`src/design/pirl_pkg.sv`:
```
// Shared types and codes for the positional insert/remove list.
package pirl_pkg;

  typedef enum logic [1:0] {
    CmdInsert = 2'd0,
    CmdRemove = 2'd1,
    CmdPush   = 2'd2,
    CmdPop    = 2'd3
  } pirl_cmd_e;

  typedef enum logic [1:0] {
    StatusOk      = 2'd0,
    StatusFull    = 2'd1,
    StatusBadPos  = 2'd2,
    StatusInvalid = 2'd3
  } pirl_status_e;

  typedef struct packed {
    pirl_cmd_e   cmd;
    logic [7:0]  position;
    logic [7:0]  data;
  } pirl_in_t;

  typedef struct packed {
    pirl_status_e status;
    logic [7:0]   count;
    logic [7:0]   top_entry;
  } pirl_out_t;

  // Broadcast to every cell: shift direction and the byte to be written.
  typedef struct packed {
    logic       up;
    logic       down;
    logic [7:0] data;
  } pirl_op_t;

endpackage

```
`src/design/pirl_ctrl.sv`:
```
// Command decode and fill count for the list: checks each command and drives the cell row.
module pirl_ctrl #(
  parameter int DEPTH = 128
) (
  input  logic                       clk_i,
  input  logic                       rst_ni,
  input  logic                       accept_i,
  input  pirl_pkg::pirl_in_t         word_i,
  output pirl_pkg::pirl_op_t         op_o,
  output logic [$clog2(DEPTH)-1:0]   sel_o,
  output pirl_pkg::pirl_status_e     status_o,
  output logic [$clog2(DEPTH+1)-1:0] count_d_o,
  output logic [$clog2(DEPTH+1)-1:0] count_o
);

  localparam int CNTW = $clog2(DEPTH + 1);
  localparam int IDXW = $clog2(DEPTH);
  localparam int CMPW = (CNTW > 8) ? CNTW : 8;

  logic [CNTW-1:0] count_q;
  logic [CNTW-1:0] count_d;
  logic [CMPW-1:0] cnt_w;
  logic [CMPW-1:0] pos_w;
  logic [CMPW-1:0] ins_sel;
  logic [CMPW-1:0] rem_sel;
  logic            full;
  logic            empty;
  logic            up;
  logic            down;

  assign cnt_w   = CMPW'(count_q);
  assign pos_w   = CMPW'(word_i.position);
  assign ins_sel = cnt_w - pos_w;
  assign rem_sel = cnt_w - pos_w - CMPW'(1);
  assign full    = (count_q == CNTW'(DEPTH));
  assign empty   = (count_q == '0);

  always_comb begin
    up       = 1'b0;
    down     = 1'b0;
    sel_o    = '0;
    status_o = pirl_pkg::StatusOk;
    unique case (word_i.cmd)
      pirl_pkg::CmdInsert: begin
        if (full) begin
          status_o = pirl_pkg::StatusFull;
        end else if (pos_w > cnt_w) begin
          status_o = pirl_pkg::StatusBadPos;
        end else begin
          up    = 1'b1;
          sel_o = ins_sel[IDXW-1:0];
        end
      end
      pirl_pkg::CmdRemove: begin
        if (pos_w >= cnt_w) begin
          status_o = pirl_pkg::StatusInvalid;
        end else begin
          down  = 1'b1;
          sel_o = rem_sel[IDXW-1:0];
        end
      end
      pirl_pkg::CmdPush: begin
        if (full) begin
          status_o = pirl_pkg::StatusFull;
        end else begin
          up = 1'b1;
        end
      end
      default: begin
        if (empty) begin
          status_o = pirl_pkg::StatusInvalid;
        end else begin
          down = 1'b1;
        end
      end
    endcase
  end

  always_comb begin
    op_o.up   = accept_i & up;
    op_o.down = accept_i & down;
    op_o.data = word_i.data;
  end

  always_comb begin
    count_d = count_q;
    if (up) begin
      count_d = count_q + CNTW'(1);
    end else if (down) begin
      count_d = count_q - CNTW'(1);
    end
  end

  always_ff @(posedge clk_i or negedge rst_ni) begin
    if (!rst_ni) begin
      count_q <= '0;
    end else if (accept_i) begin
      count_q <= count_d;
    end
  end

  assign count_d_o = count_d;
  assign count_o   = count_q;

endmodule

```
`config.mk`:
```
export PLATFORM = sky130hd
export DESIGN_NAME = pirl_ctrl
export DESIGN_NICKNAME = d
export VERILOG_FILES = /design/src/design/pirl_pkg.sv /design/src/design/pirl_ctrl.sv
export SDC_FILE = /design/constraint.sdc
export NUM_CORES = 1
export LEC_CHECK = 0
export BUFFER_PORTS_ARGS = -buffer_cell sky130_fd_sc_hd__clkbuf_2
export CELL_PAD_IN_SITES_DETAIL_PLACEMENT = 1
export CELL_PAD_IN_SITES_GLOBAL_PLACEMENT = 1
export CORE_MARGIN = 5
export CORE_UTILIZATION = 37
export DETAILED_ROUTE_END_ITERATION = 10
export PLACE_DENSITY_LB_ADDON = 0.1
export SLEW_MARGIN = 20
export SYNTH_ARGS = -nofsm -noshare
export SYNTH_HDL_FRONTEND = slang
export SYNTH_SLANG_ARGS = --single-unit
```
`constraint.sdc`:
```
create_clock -name clk_i -period 3.5 [get_ports clk_i]
set_input_delay 0.875 -clock clk_i [delete_from_list [all_inputs] [get_ports clk_i]]
set_output_delay 0.875 -clock clk_i [all_outputs]
set_load 0.1 [all_outputs]
```
==> results of run 1 <==
Yosys cell counts, types with 3 or more instances:
library cell               number  area share
sky130_fd_sc_hd__nor3_1         5       0.015
sky130_fd_sc_hd__nor2_1        10       0.022
sky130_fd_sc_hd__o211ai_1       5       0.022
sky130_fd_sc_hd__nand3_1        8       0.024
sky130_fd_sc_hd__xnor2_1       20        0.10
sky130_fd_sc_hd__buf_4          9       0.040
sky130_fd_sc_hd__dfrtp_1        8        0.12
sky130_fd_sc_hd__ha_1          18        0.13
sky130_fd_sc_hd__nand2_1       11       0.025
sky130_fd_sc_hd__inv_1         25       0.056
sky130_fd_sc_hd__nand2b_1       4       0.015
sky130_fd_sc_hd__o21ai_0        4       0.012
sky130_fd_sc_hd__nor2b_1        3       0.011
sky130_fd_sc_hd__buf_6          3       0.020
sky130_fd_sc_hd__o32ai_1        4       0.021
sky130_fd_sc_hd__o21a_1         5       0.022
sky130_fd_sc_hd__o211a_1        3       0.018
sky130_fd_sc_hd__a21oi_1        6       0.018
sky130_fd_sc_hd__o22ai_1        8       0.030
sky130_fd_sc_hd__xor2_1         3       0.016
sky130_fd_sc_hd__nand4_1        5       0.019
logic make-up after synthesis:
group / count (synthesis) / synth area share
flops: 8 / 0.119
compound gates: 58 / 0.294
xor+xnor: 23 / 0.120
fa+ha+maj: 19 / 0.146
buf+inv: 42 / 0.129
simple gates: 60 / 0.193
stage by stage:
step | TNS [ps] | cell area [um2]
after CTS | -3080 | 3290
after floorplan | -3710 | 2180
after detailed placement | -4730 | 2970
after global placement | -2710 | 2970
repair_timing:
action / in CTS
pin swaps: 24
endpoints found under the setup margin: 16
buffers inserted: 9
gates resized for setup: 40
==> results_dict.tcl, run 1 <==
set metrics [dict create \
    dpl.cell_count 334 \
    number_of_cts_inserted_buffers 3 \
    stopped_at "5_1_grt" \
    port_buffers 39 \
    tritoncts_num_sinks 8 \
    grt_antenna_before_repair 0 \
    cts_hold_buf 0 \
    yosysWarnings 0 \
    crit_endpoint "sel_o[6]" \
    postSynthCellCount 210 \
    worst-endpoint-pin-kind "output port" \
    mapped_area_um2 1680 \
    synth_cell_type_count 54 \
    start_util 0.384 \
    grt_max_degree 11 \
    io_pins 56 \
    synth_async_sr_flop_share 1.00 \
    htree_levels 1 \
    postSynthRegisterBits 8 \
    weighted_congestion_at_the_end_of_routability_driven_global_placement 0.970 \
    core.rowCount 24 \
    synth_seq_area_share 0.119 \
    synth.avg_cell_area_um2 8.02 \
    pre_cts_ws_ps -404 \
    outcome "aborted with a tool error" \
    clock_path_buffers 2 \
    firstError "[ERROR DPL-0033] detailed placement checks failed during check placement." \
    hpwl_um 5940 \
    yosys_most_used_dff "sky130_fd_sc_hd__dfrtp_1" \
    postSynthNetCount 250 \
    synth_edf_count 0 \
    die_h_um 77.5 \
    die-width_um 77.5 \
    cts_root_buffer "sky130_fd_sc_hd__clkbuf_8" \
]
==> run 2: changes to the inputs <==
--- a/config.mk
+++ b/config.mk
@@ -6,12 +6,10 @@
 export NUM_CORES = 1
 export LEC_CHECK = 0
 export BUFFER_PORTS_ARGS = -buffer_cell sky130_fd_sc_hd__clkbuf_2
-export CELL_PAD_IN_SITES_DETAIL_PLACEMENT = 1
-export CELL_PAD_IN_SITES_GLOBAL_PLACEMENT = 1
 export CORE_MARGIN = 5
 export CORE_UTILIZATION = 37
 export DETAILED_ROUTE_END_ITERATION = 10
-export PLACE_DENSITY_LB_ADDON = 0.1
+export PLACE_DENSITY_LB_ADDON = 0.15
 export SLEW_MARGIN = 20
 export SYNTH_ARGS = -nofsm -noshare
 export SYNTH_HDL_FRONTEND = slang
==> results_dict.tcl, run 2 <==
set metrics [dict create \
    cp.depth 12 \
    cts_root_buffer "sky130_fd_sc_hd__clkbuf_8" \
    synthAdderAreaFrac 0.146 \
    synth_seq_area_share 0.119 \
    worst_hold_path_type "in -> async" \
    synth.avg_cell_area_um2 8.02 \
    fin_ws_ps -183 \
    crit_slowest_cell "sky130_fd_sc_hd__ha_1" \
    die_h_um 77.5 \
    setup_tns_ps -2320 \
    slowest_stage_delay_cp_ps 300 \
    core.rowCount 24 \
    layout-drive-gt1-share 0.695 \
    postSynthRegisterBits 8 \
    layout.cells.most_common "sky130_fd_sc_hd__buf_4" \
    htree_levels 1 \
    avgRoutedWirePerCell_um 16.5 \
    tritoncts "done" \
    timing.final.crit_period_ps 3680 \
    start_util 0.384 \
    compound_gate_portion_of_the_synthesized_area 0.294 \
    synth_top_cell_area_share 0.134 \
    setup_violations 19 \
    drt_pass1_iterations 4 \
    clock_skew_ps 0.870 \
    outcome "complete, but fails checks" \
    avgViaCountPerCell 5.46 \
    total_number_of_nets_in_the_final_design 344 \
    globalRouteOverflowTotal 0 \
    yosys.area_share.xor_xnor 0.120 \
    critPathArrivalTime_ps 2810 \
    hpwl_um 4460 \
    crit_path_cells "buf_8 -> inv_4 -> ha_1 -> and4_4 -> buf_4 -> o31ai_4 -> nand3_2 -> buf_4 -> o32ai_2 -> buf_4 -> xnor2_4 -> buf_12" \
    layout.filler_cells 249 \
    path_buf_inv 6 \
    yosysWarnings 0 \
    final-instance-count-excl-fill 354 \
    startpoint_of_the_most_critical_setup_path "word_i[9]" \
    number_of_cts_inserted_buffers 3 \
    setup.worst_path.end_class "output pin" \
    worst_setup_hold_path_clk_slew_ps 40 \
    die_area_um2 6000 \
    grt.met1_usage 0.227 \
    setup.worst_path.end "count_d_o[6]" \
    routed-via-count 1934 \
    groute.layer.met2.usage 0.375 \
    crit_path_max_fanout 3 \
    tightestPinTransition_ps 550 \
    largest_reg_flops 8 \
    postSynthNetCount 250 \
    die-width_um 77.5 \
    synth_most_common_cell "sky130_fd_sc_hd__inv_1" \
    r2r_cells 11 \
    ff_latch_area_um2 228 \
    grt_antenna_before_repair 0 \
    failed_checks "negative setup slack" \
    track_usage 0.199 \
    synthToLayoutAreaGrowth_pct 110 \
    top_cells_by_area_in_the_synthesized_netlist "sky130_fd_sc_hd__ha_1, sky130_fd_sc_hd__dfrtp_1, sky130_fd_sc_hd__xnor2_1, sky130_fd_sc_hd__inv_1, sky130_fd_sc_hd__buf_4" \
    io_pins 56 \
    clk_latency_ps 240 \
    clock_path_buffers 2 \
    main_combinational_cell_family_by_area_after_synthesis "compound AO/OA/AOI/OAI gates" \
    type_of_origin_of_the_critical_path "primary input" \
    antenna-diode-count 0 \
    grt_busiest_layer "met2" \
    antenna_violating_nets_post_route 0 \
    cts_hold_buf 0 \
    cp.required_ps 2620 \
    post-route-period-util 1.05 \
    layout.cells.most_common_list "sky130_fd_sc_hd__buf_4, sky130_fd_sc_hd__buf_6, sky130_fd_sc_hd__buf_12" \
    commonest_cells_in_the_synthesized_netlist "sky130_fd_sc_hd__inv_1, sky130_fd_sc_hd__xnor2_1, sky130_fd_sc_hd__ha_1" \
    grt_max_degree 11 \
    port_buffers 39 \
    pre_cts_ws_ps -290 \
    postSynthCellCount 210 \
    globalRouteMet3Util 0.0185 \
    tritoncts_num_sinks 8 \
    first_global_vias 2104 \
    grt_first_pass_wirelength_um 9940 \
    yosys_most_used_dff "sky130_fd_sc_hd__dfrtp_1" \
    synth.area.mux_share 0 \
    area_used_by_multi_input_combinational_logic_um2 1990 \
    synth_cell_type_count 54 \
    synth_async_sr_flop_share 1.00 \
    synth_top_cell_by_area "sky130_fd_sc_hd__ha_1" \
    first_iter_violations 76 \
    reg_to_reg_endpoint "count_o[4]" \
    critical_path.most_common_cell "sky130_fd_sc_hd__buf_4" \
    final_max_slew_viol_count 0 \
    setup.reg_to_reg.worst_slack_ps 910 \
    dpl.cell_count 340 \
    synth_edf_count 0 \
    cap_viol_max_count 0 \
    finalWirelength_um 5840 \
    critical_path.top_delay_family "buffers and inverters" \
    path_type_of_the_worst_setup_path "in -> out" \
    fmax_mhz 271 \
    weighted_congestion_at_the_end_of_routability_driven_global_placement 0.809 \
    fp.coreArea_um2 4380 \
    hold_violations 0 \
    worstReg2RegStart "count_o[7]" \
    grt_setup_unrepaired "yes" \
    post_synth_and_or_nand_nor_area_fraction 0.193 \
    drcViolationCount 0 \
    timing.max_slew.rel_slack 0.635 \
    mapped_area_um2 1680 \
]
[run 2: area by class of cell]
| type | instances | area share |
|---|---|---|
| tap | 52 | 0.0184 |
| sequential | 8 | 0.0644 |
| inverter | 26 | 0.0340 |
| multi-input combinational | 160 | 0.562 |
| timing repair buffer | 105 | 0.309 |
| clock buffer | 3 | 0.0117 |
[run 2: repair_timing]
item | 4_1_cts | 5_1_grt
cloned | 0 | 0
pin swaps | 34 | 22
setup buffers | 9 | 5
endpoints found under the setup margin | 18 | 19
resized for setup | 54 | 31
[run 2: layer usage]
layer	vias up	part of all wire
met5	-	0
met1	917	0.39
met2	63	0.54
met3	21	0.040
met4	0	0.028
li1	933	-
[run 2: worst min-delay path by stage]
stage / cells past startpoint / slack (ps) / endpoint
floorplan: 0 / 580 / count_o[3]
global placement: 1 / 740 / count_o[1]
detailed placement: 2 / 740 / count_o[2]
CTS: 1 / 500 / count_o[1]
global route: 1 / 520 / count_o[1]
finish: 1 / 500 / count_o[1]
[run 2: worst reg2reg max path, delay by kind of cell (launching register included)]
kind            cells  cell delay (ps)
flops               1              500
buf+inv             4              530
compound gates      4             1000
simple gates        1               80
fa+ha+maj           1              230
xor+xnor            1              160
[run 2: metrics by stage]
stage                util  hold WS (ps)  area (um2)
finish              0.807           499        3540
global route        0.807           517        3540
CTS                 0.777           504        3410
detailed placement  0.688           744        3020
global placement    0.688           739        3020
floorplan               -           579        2180
[run 2: cells by family after synthesis]
| kind of cell | after synthesis |
|---|---|
| flops | 8 |
| compound gates | 58 |
| buf+inv | 42 |
| fa+ha+maj | 19 |
| xor+xnor | 23 |
| simple gates | 60 |
Power of run 2 is left out: the tool's default activity adds up to more than one toggle a clock period on the data nets, which glitch-free logic cannot reach.
