**config.mk**
```make
export PLATFORM = sky130hd
export DESIGN_NAME = pirl_cell
export DESIGN_NICKNAME = d
export VERILOG_FILES = /design/src/design/pirl_pkg.sv /design/src/design/pirl_cell.sv
export SDC_FILE = /design/constraint.sdc
export NUM_CORES = 1
export LEC_CHECK = 0
export BUFFER_PORTS_ARGS = -buffer_cell sky130_fd_sc_hd__buf_2
export CAP_MARGIN = 15
export CORE_MARGIN = 4
export CORE_UTILIZATION = 31
export CTS_CLUSTER_SIZE = 24
export DETAILED_ROUTE_END_ITERATION = 16
export PLACE_DENSITY = 0.85
export SLEW_MARGIN = 20
export SYNTH_ARGS = -nofsm -noshare
export SYNTH_HDL_FRONTEND = slang
export SYNTH_SLANG_ARGS = --single-unit
```
**constraint.sdc**
```tcl
create_clock -name clk_i -period 1.03 [get_ports clk_i]
set_input_delay 0.1545 -clock clk_i [delete_from_list [all_inputs] [get_ports clk_i]]
set_output_delay 0.1545 -clock clk_i [all_outputs]
set_load 0.02 [all_outputs]
```
**src/design/pirl_pkg.sv**
```systemverilog
// Shared types and codes for the positional insert/remove list.
package pirl_pkg;

  typedef enum logic [1:0] {
    CmdInsert = 2'd0,
    CmdRemove = 2'd1,
    CmdPush   = 2'd2,
    CmdPop    = 2'd3
  } pirl_cmd_e;

  typedef enum logic [1:0] {
    StatusOk      = 2'd0,
    StatusFull    = 2'd1,
    StatusBadPos  = 2'd2,
    StatusInvalid = 2'd3
  } pirl_status_e;

  typedef struct packed {
    pirl_cmd_e   cmd;
    logic [7:0]  position;
    logic [7:0]  data;
  } pirl_in_t;

  typedef struct packed {
    pirl_status_e status;
    logic [7:0]   count;
    logic [7:0]   top_entry;
  } pirl_out_t;

  // Broadcast to every cell: shift direction and the byte to be written.
  typedef struct packed {
    logic       up;
    logic       down;
    logic [7:0] data;
  } pirl_op_t;

endpackage

```
**src/design/pirl_cell.sv**
```systemverilog
// One storage cell of the list: holds a byte and moves it to or from its neighbours.
module pirl_cell #(
  parameter int IDXW  = 7,
  parameter int INDEX = 0
) (
  input  logic               clk_i,
  input  pirl_pkg::pirl_op_t op_i,
  input  logic [IDXW-1:0]    sel_i,
  input  logic [7:0]         left_i,
  input  logic [7:0]         right_i,
  output logic [7:0]         value_o,
  output logic [7:0]         next_o
);

  localparam logic [IDXW-1:0] MyIdx = IDXW'(INDEX);

  logic [7:0] value_q;
  logic [7:0] value_d;

  // Cells are numbered from the end of the list, so cell 0 always holds the last entry.
  always_comb begin
    value_d = value_q;
    if (op_i.up) begin
      if (MyIdx > sel_i) begin
        value_d = left_i;
      end else if (MyIdx == sel_i) begin
        value_d = op_i.data;
      end
    end else if (op_i.down) begin
      if (MyIdx >= sel_i) begin
        value_d = right_i;
      end
    end
  end

  always_ff @(posedge clk_i) begin
    value_q <= value_d;
  end

  assign value_o = value_q;
  assign next_o  = value_d;

endmodule

```
======== Word-level counts from Yosys, hierarchy flattened ========
Index checks and enable logic that the tools add are counted.
storage, ports and cells
  bits in registers ....................... 8
  bits of input ports ..................... 34
  output and inout bits ................... 16
  logic and storage cells ................. 9
cells by class
  order comparisons ....................... 2
  muxes and demuxes ....................... 5
  reductions and logical operators ........ 1
operators with widths
  kind                                                                                 count
  8-bit 2-to-1 mux                                                                     5
  1-bit by 7-bit greater-or-equal comparator with 1-bit output (first input constant)  1
  1-bit by 7-bit greater-than comparator with 1-bit output (first input constant)      1
  7-bit logical NOT                                                                    1

======== Logic depth before layout (Yosys ltp) ========
Gate-level depths: netlist of the first run.
  depth after elaboration ................. 4
  gate-level depth with buffers ........... 5
  depth with buffers taken out ............ 3

======== Least setup slack after synthesis of the first run ========
No wires, ideal clock.
  kind .................................... input -> register
  from .................................... input op_i[9] (netlist name)
  to ...................................... register value_q[5], in the netlist value_o[5]
  setup time .............................. 208 ps
  data arrival time ....................... 1038 ps
  path slack .............................. -216 ps
  cell stages on the path ................. 5
  cells stage by stage .................... buf_2 > clkbuf_1 > nor3b_1 > a41oi_1 > o211ai_1
between the ends
  cells in the longest elaborated chain, start to end .. 1
ends and longest elaborated chain
  what                  RTL line         source
  start, declared       pirl_cell.sv:7   input pirl_pkg::pirl_op_t op_i,
  8-bit 2-to-1 mux      pirl_cell.sv:23  if (op_i.up) begin
  net next_o[5]         pirl_cell.sv:12  output logic [7:0] next_o
  end signal, assigned  pirl_cell.sv:37  value_q <= value_d;
  end, declared         pirl_cell.sv:17  logic [7:0] value_q;
The timed path passes the listed nets, and every way through them passes these cells.

======== Final worst setup path of the first run ========
  from .................................... input sel_i[1]
  to ...................................... output next_o[2]
between the ends
  cells in the longest elaborated chain, start to end .. 4
ends and longest elaborated chain
  what                                                                                                      RTL line                          source
  start, declared                                                                                           pirl_cell.sv:8                    input logic [IDXW-1:0] sel_i,
  1-bit by 7-bit greater-or-equal comparator with 1-bit output / 7-bit logical NOT (equally long branches)  pirl_cell.sv:30, pirl_cell.sv:26
  8-bit 2-to-1 mux (on tied branches)                                                                       pirl_cell.sv:30, pirl_cell.sv:26
  8-bit 2-to-1 mux (on tied branches)                                                                       pirl_cell.sv:29, pirl_cell.sv:24
  8-bit 2-to-1 mux (*)                                                                                      pirl_cell.sv:23
  end, declared                                                                                             pirl_cell.sv:12
Every way passes the cells marked *; elsewhere a longest branch is shown, timed or not.

==> results.md, run 1 <==
Pwr:
- Dividing total power by cell area gives a power density of 823 mW/mm^2.
- IR analysis of the VDD net gives a maximum drop of roughly 0.00045 V.
- The analysis attributes to cell leakage a power of 0.482 nW.

Run status:
- The run finished, with violations left.
- The checks that failed: setup timing.

CTS:
- CTS built an H-tree with a depth of 1.
- The count of hold-fix buffers inserted at cts is 0.
- Clock-pin slew was measured on the worst setup and hold paths at 0.06 ns.
- The total clock buffers created by CTS is 3.
- Clock tree synthesis found a total of 8 sinks.
- TritonCTS built the clock tree.
- The root cell of the clock tree is clkbuf_4.
- The clock latency on the worst-skew pair is between 0.2 and 0.3 ns.
- The clock passes through at most 2 buffers.

Worst setup path:
- On the critical path, the stage with the largest delay is an instance of nor4_4.
- The largest single stage delay on the critical path is 0.26 ns.
- For flop-to-flop paths, the worst setup slack is 0.10 ns.
- The data required time of the critical path is between 0.8 and 0.9 ns.
- The element type at the critical path end is a primary output.
- The kind of cell adding the most delay to the critical path is buffers and inverters.
- The worst endpoint data arrival time is ~1.3 ns.
- The number of buffers and inverters on the critical path is 4.
- The critical path goes through buf_6 -> nor4_4 -> buf_4 -> buf_6 -> a41oi_1 -> o211ai_1 -> buf_4.
- The critical path in this run is classified as primary input to primary output.
- The nature of the critical path startpoint is a primary input.
- The largest driver fanout on the critical path is 6.

Detailed routing:
- Before antenna repair, the detailed router went through 4 iterations.
- Dividing the detail-routed wire length by the instance count gives around 15 um.
- In the routed design, unresolved DRC markers number 0.
- The number of nets still failing antenna checks after routing is 0.
- The iteration-0 DRC count of the detailed router is 11.
- For this block, the via count after detailed routing is 714.
- Wires add up to about 2.0 mm.
- In the routed layout, each cell is associated on average with a via count of 5.41.

Timing:
- The final hold violation count is 0.
- The max-slew headroom at the worst pin is 84.9%.
- Setup repair after global routing could not meet its margin everywhere.
- For the pin with the worst max-slew slack, the measured transition is 0.225 ns.
- Dividing the final minimum period by the clock period gives 137%.
- Based on the critical path, the design can be clocked at up to just over 0.7 GHz.
- The number of max-slew violations in the final report is 0.
- Clock skew on the completed layout was measured at 0 ns.
- Subtracting the final worst setup slack from the clock period gives 1.41 ns.
- In the post-route analysis, the smallest setup slack over all paths is -0.379 ns.
- The number of endpoints failing setup at the final stage is 8.

Layout:
- In the final design database the tool counted 152 nets.
- The register with the most flip-flops in the layout has 8 of them.
- Cells fill 66.9% of the core in the end.
- From synthesis to final layout, the design area changed by 101%.
- The area used by multi-input combinational logic is 370 sq um.
- The register area is between 150 and 200 sq um.
- The share of layout cells above drive strength 1 is 69.0%.
- The number of antenna cells inserted is 0.
- The number of filler cells placed in the layout is 106.
- Once layout is complete, the cells apart from fillers number ~130.

Logic synthesis:
- The synthesized netlist occupies a cell area of roughly 510 sq um.
- In this run, distinct cell masters in the synthesized netlist total 16.
- The synthesized design contains 8 register bits.
- In this run the mean area of a mapped cell was 8.59 sq um.
- The synthesized netlist cell count is 59.
- Yosys printed 0 warnings.
- Synthesis produced a netlist with a net count of 93.
- The sequential area share after synthesis is between 30% and 40%.

Global route:
- The number of global-route vias before repair is 745.
- After global routing the overflow that remains totals 0.
- In the global route stage, overall resource usage came out at 16.5%.
- The initial antenna violation count is 0.
- The global-route wire length before repair is around 3.2 mm.
- Entering global routing, the biggest net connects 12 pins.

Placed design:
- Routability-driven placement finished with a final weighted congestion of 0.816.
- The count of buffers from port buffering is 41.
- The final HPWL from detailed placement is around 1.4 mm.
- After detailed placement, the design holds a cell count of 127.

Die:
- The die footprint is 0.00235 sq mm.
- The number of rows created at floorplan is 14.
- The count of pins on the block boundary is 50.
- The die is 48.4 um wide.
- From bottom edge to top edge, the die measures 48.4 um.
- The starting utilization of the core area is 33.3%.
- The placeable core region is between 0.0015 and 0.002 sq mm.

Worst hold path:
- The worst hold path belongs to the class primary input to register.

Run:
- The number of max-capacitance violations reported is 0.
-- layout by cell type (no fill, tap or decap) --
cell      instances
nor3_4            1
and2_4            1
buf_2            26
a22o_4            1
nor2b_1           1
buf_6             7
a41oi_2           6
nand4_1           7
nor3b_2           5
inv_1             7
a41oi_1           1
clkbuf_4          3
nor4_4            1
o211ai_1          8
buf_4            28
dfxtp_2           1
nand2_1           2
dfxtp_1           7
nor3b_1           2
o21ai_0           1
-- worst paths after layout --
kind,start,depth (start not counted),endpoint
setup / recovery,sel_i[1],7,next_o[2]
hold / removal,op_i[0],3,value_o[0]
setup reg to reg,value_o[2],3,value_o[2]
hold reg to reg,value_o[6],1,value_o[6]
-- cells by family after synthesis --
logic type | Yosys count | share of synthesized area [%]
DFF | 8 | 31.6
AOI/OAI and AO/OA | 17 | 26.7
and+or+nand+nor | 20 | 29.1
buffers and inverters | 14 | 12.6
-- power breakdown --
group	switching [W]	internal, W
registers	0.00000570	0.000320
clock network	0.000117	0.000134
logic	0.000128	0.000134
total	0.000250	0.000589
-- area by class of cell --
cell class	instances	area share [%]
repair buffers	61	41.1
multi-input cells	37	36.3
flip-flops and latches	8	15.8
inverters	7	2.58
clock buffers	3	2.21
well taps	16	1.96
-- routing by layer --
layer	GRT usage, %	wire length (um)	up-vias
met5	0	0	-
met4	5.07	0	0
met3	8.28	230	0
met2	26.5	1010	38
met1	18.8	777	332
li1	-	-	344
-- synth_stat cells --
cell type | instances | area (sq um)
dfxtp_1 | 8 | 160
o211ai_1 | 8 | 60.1
a41oi_1 | 7 | 61.3
inv_1 | 7 | 26.3
nand4_1 | 7 | 43.8
nor3b_1 | 7 | 52.6
buf_2 | 3 | 15.0
buf_4 | 2 | 15.0
clkbuf_1 | 2 | 7.51
nand2_1 | 2 | 7.51
a22o_1 | 1 | 8.76
and2_1 | 1 | 6.26
nor2b_1 | 1 | 6.26
nor3_2 | 1 | 10.0
nor4_4 | 1 | 21.3
o21ai_0 | 1 | 5.00
-- tightest hold or removal path, delay by kind of cell --
kind | cells | cell delay (ns)
AO/OA/AOI/OAI | 1 | 0.10
buffers and inverters | 1 | 0.08
AND/OR/NAND/NOR | 1 | 0.08
-- through the flow --
stage          total power (W)  cell area (sq um)  hold slack [ns]  setup WS [ns]  setup TNS (ns)
6_report              0.000839               1020            0.191         -0.379           -2.92
2_1_floorplan         0.000436                522            0.453         -0.201           -2.84
3_3_place_gp          0.000540                838            0.453         -0.376           -4.16
5_1_grt               0.000893               1020            0.210         -0.478           -3.52
4_1_cts               0.000825                948            0.186         -0.375           -2.90
3_5_place_dp          0.000544                838            0.459         -0.400           -4.50
-- timing repair --
item | CTS | global route
setup buffers | 1 | 1
pin swaps | 14 | 9
setup endpoints to repair | 8 | 14
resized for setup | 18 | 16
(Power assumes the default switching activity.)
==> run 2: changes to the inputs <==
CORE_UTILIZATION = 34   (was 31)
GPL_TIMING_DRIVEN = 0   (was not set)
PLACE_DENSITY = 0.88   (was 0.85)
SKIP_LAST_GASP = 1   (was not set)
clock period = 1.6 ns   (was 1.03 ns; I/O delays follow)
==> run 2 against run 1 <==
The flow still finishes with violations (setup timing); sequential power down 36%; combinational power decreased by 42%; routed wire length up 2.6%; first-iteration DRC count up 140%; core utilization is 0.092 points lower; via count is 3.8% higher; final cell count down 6.1%; global-route usage increased by 1.7 points; clock-buffer cell count unchanged; critical path depth decreased by 1; critical path type unchanged; largest power group unchanged.
==> results.md, run 2 (synthesis results as in run 1) <==
Detailed routing:
- The routed via count came to 741 (+3.8%).
- The total met3 wirelength after detailed routing was 256 um (+11%).
- The iteration-0 DRC count of the detailed router is 26 (+15).
- The routed metal-1 wire length is 793 um (+2.1%).
- The number of vias per cell came to 5.98 (+10%).
- The number of nets still failing antenna checks after routing is 0 (unchanged).
- The number of remaining DRC errors is 0 (unchanged).
- The number of detailed-routing iterations run before antenna repair is 6 (+2).
- The average wire per cell in the routed design is 16.7 um (+9.2%).
- The highest layer used for signal routing is met4.
- The final wirelength is 2.07 mm (+2.6%).
- The detailed-routed wire length on met2 came to 985 um (-2.7%).

Layout:
- The utilization of the core after routing is 66.8% (-0.092 points).
- The flip-flop count of the largest register, all copies and words added is 8 (unchanged).
- The share of layout cells above drive strength 1 is 58.7% (-10 points).
- The number of antenna cells inserted came to 0 (unchanged).
- The library cell used most frequently in the layout, excluding fill and tap cells, is buf_2.
- In the layout the commonest cells are buf_2, buf_4, o211ai_1, buf_6, dfxtp_1.
- The number of nets in the finished design is 145 (-4.6%).
- The area growth from synthesis to layout is 78.0%.
- The number of filler cells placed in the layout came to 97 (-8.5%).

Pwr:
- The power per unit of standard cell area is 587 mW/mm^2 (-29%).
- The leakage power is 0.425 nW (-12%).
- The maximum vdd drop is 0.000413 V (-8.3%).

CTS:
- The tree is rooted in a clkbuf_4.
- The total number of clock tree sinks is 8 (unchanged).
- The maximum level of the CTS H-tree is 1 (unchanged).
- The clock latency on the worst-skew pair is 0.27 ns (about the same).
- The count of hold-fix buffers inserted at cts is 0 (unchanged).
- The total clock buffers created by CTS was 3 (unchanged).
- The clock slew seen by the registers of the worst setup and hold paths is 0.05 ns (about the same).
- The clock tree from TritonCTS is built.
- The clock tree buffer depth is 2 (unchanged).

Worst setup path:
- The data required time of the critical path is 1.36 ns (+0.48 ns).
- The number of cells on the worst reg-to-reg path was 3 (unchanged).
- The largest driver fanout on the critical path came to 10 (+4).
- In this run the critical register-to-register path is launched from value_o[2].
- The nature of the critical path startpoint is a primary input.
- The worst register-to-register path ends at value_o[2].
- The worst-case register-to-register setup slack is 0.56 ns (+0.46 ns).
- The critical path class is primary input to primary output.
- The element type at the critical path end is a primary output.
- The worst endpoint data arrival time is 1.42 ns (+0.17 ns).

Global route:
- The all-layer global routing usage came to 18.2% (+1.7 points).
- The global-route wire length before repair came to 2.84 mm (-11%).
- The initial antenna violation count came to 0 (unchanged).
- The number of global-route vias before repair is 700 (-6.0%).
- The largest net degree at the start of global routing is 11 (-1).
- The residual overflow from global routing is 0 (unchanged).

Die:
- The starting utilization of the core area was 37.5% (+4.3 points).
- The placeable core region was 0.00135 sq mm (-11%).
- The horizontal die dimension is 46.6 um (-3.8%).
- The die footprint is 0.00217 sq mm (-7.4%).
- The number of rows created at floorplan is 13 (-1).
- The vertical die dimension was 46.6 um (-3.8%).
- The count of pins on the block boundary was 50 (unchanged).

Timing:
- The minimum clock period is 1.66 ns.
- After layout, the worst path uses 104% of the clock period.
- The achievable frequency is 0.603 GHz.
- The worst path setup slack after routing came to -0.0580 ns (+0.322 ns).
- The largest clock skew in the final design is 0 ns (unchanged).
- The number of endpoints failing setup at the final stage is 3 (-5).
- The number of max-slew violations in the final report is 0 (unchanged).
- The final hold violation count is 0 (unchanged).
- Setup repair after global routing could not meet its margin everywhere.
- The max-slew headroom at the worst pin is 78.4% (-6.6 points).
- The slew at the pin closest to its max-slew limit is 0.324 ns (+0.0985 ns).

Worst hold path:
- The tightest min-delay check is of the primary input to register type.
- For hold timing, the worst endpoint is value_o[1].
- The number of stages on the worst hold path is 3 (unchanged).
- The beginning of the worst hold path is right_i[1].

Placed design:
- The final HPWL from detailed placement is 1.25 mm (-11%).
- The worst setup slack after placement is -0.127 ns (+0.274 ns).
- The count of buffers from port buffering came to 39 (-4.9%).
- The routability congestion estimate from global placement was 0.723 (-11%).

Run:
- The number of max-capacitance violations reported came to 0 (unchanged).

Run status:
- The flow ran to the end, but the final reports show violations.
- The checks that failed: setup timing.
==> run 2: cell count changes in the layout (fill, tap and decap cells not counted), sizes merged <==
cell,before,now
buf,61,52
clkbuf,3,5
==> run 2: worst max-delay path: stages <==
cell and delay, ns:
buf_2 0.12, nor3_4 0.30, buf_4 0.24, nand4_1 0.14, o211ai_1 0.17, buf_4 0.20
==> run 2: repair_timing <==
action	CTS	global route
pin swaps	3	15
setup buffers	4	4
gates resized for setup	11	18
endpoints found under the hold margin	0	0
endpoints found under the setup margin	8	8
cloned	1	0
==> run 2: routing by layer <==
layer | up-vias | GRT usage, %
met3 | 6 | 7.81
li1 | 333 | -
met1 | 342 | 20.3
met2 | 60 | 29.7
met5 | - | 0
met4 | 0 | 7.95
==> run 2: cell type report <==
type | count | area (sq um) | area share [%]
inverters | 7 | 26.3 | 2.91
plain buffers | 6 | 38.8 | 4.30
multi-input cells | 37 | 322 | 35.6
flip-flops and latches | 8 | 160 | 17.8
repair buffers | 48 | 314 | 34.8
well taps | 15 | 18.8 | 2.08
clock buffers | 3 | 22.5 | 2.50
==> run 2: worst max-delay path by stage <==
stage,from,endpoint,cells past startpoint
after global routing,sel_i[6],next_o[0],6
after floorplan,sel_i[3],next_o[0],4
after CTS,sel_i[0],next_o[2],7
final,sel_i[6],next_o[0],6
after detailed placement,sel_i[3],next_o[1],6
after global placement,sel_i[5],next_o[1],6
==> run 2: per-stage QoR <==
step                      TNS, ns  total power, W  area, sq um  std cells  hold slack (ns)
final                      -0.106        0.000529          902        124            0.295
after CTS                       0        0.000501          812        121            0.279
after global placement     -0.725        0.000326          721        113            0.480
after detailed placement   -0.910        0.000328          721        113            0.495
after global routing       -0.567        0.000556          902        124            0.309
after floorplan                 0        0.000276          507         59            0.587
==> run 2: where the power goes <==
part	internal [W]	total [W]	switching, W
clock	0.0000866	0.000166	0.0000795
combinational	0.0000742	0.000153	0.0000786
sequential	0.000206	0.000210	0.00000427
total	0.000367	0.000529	0.000162
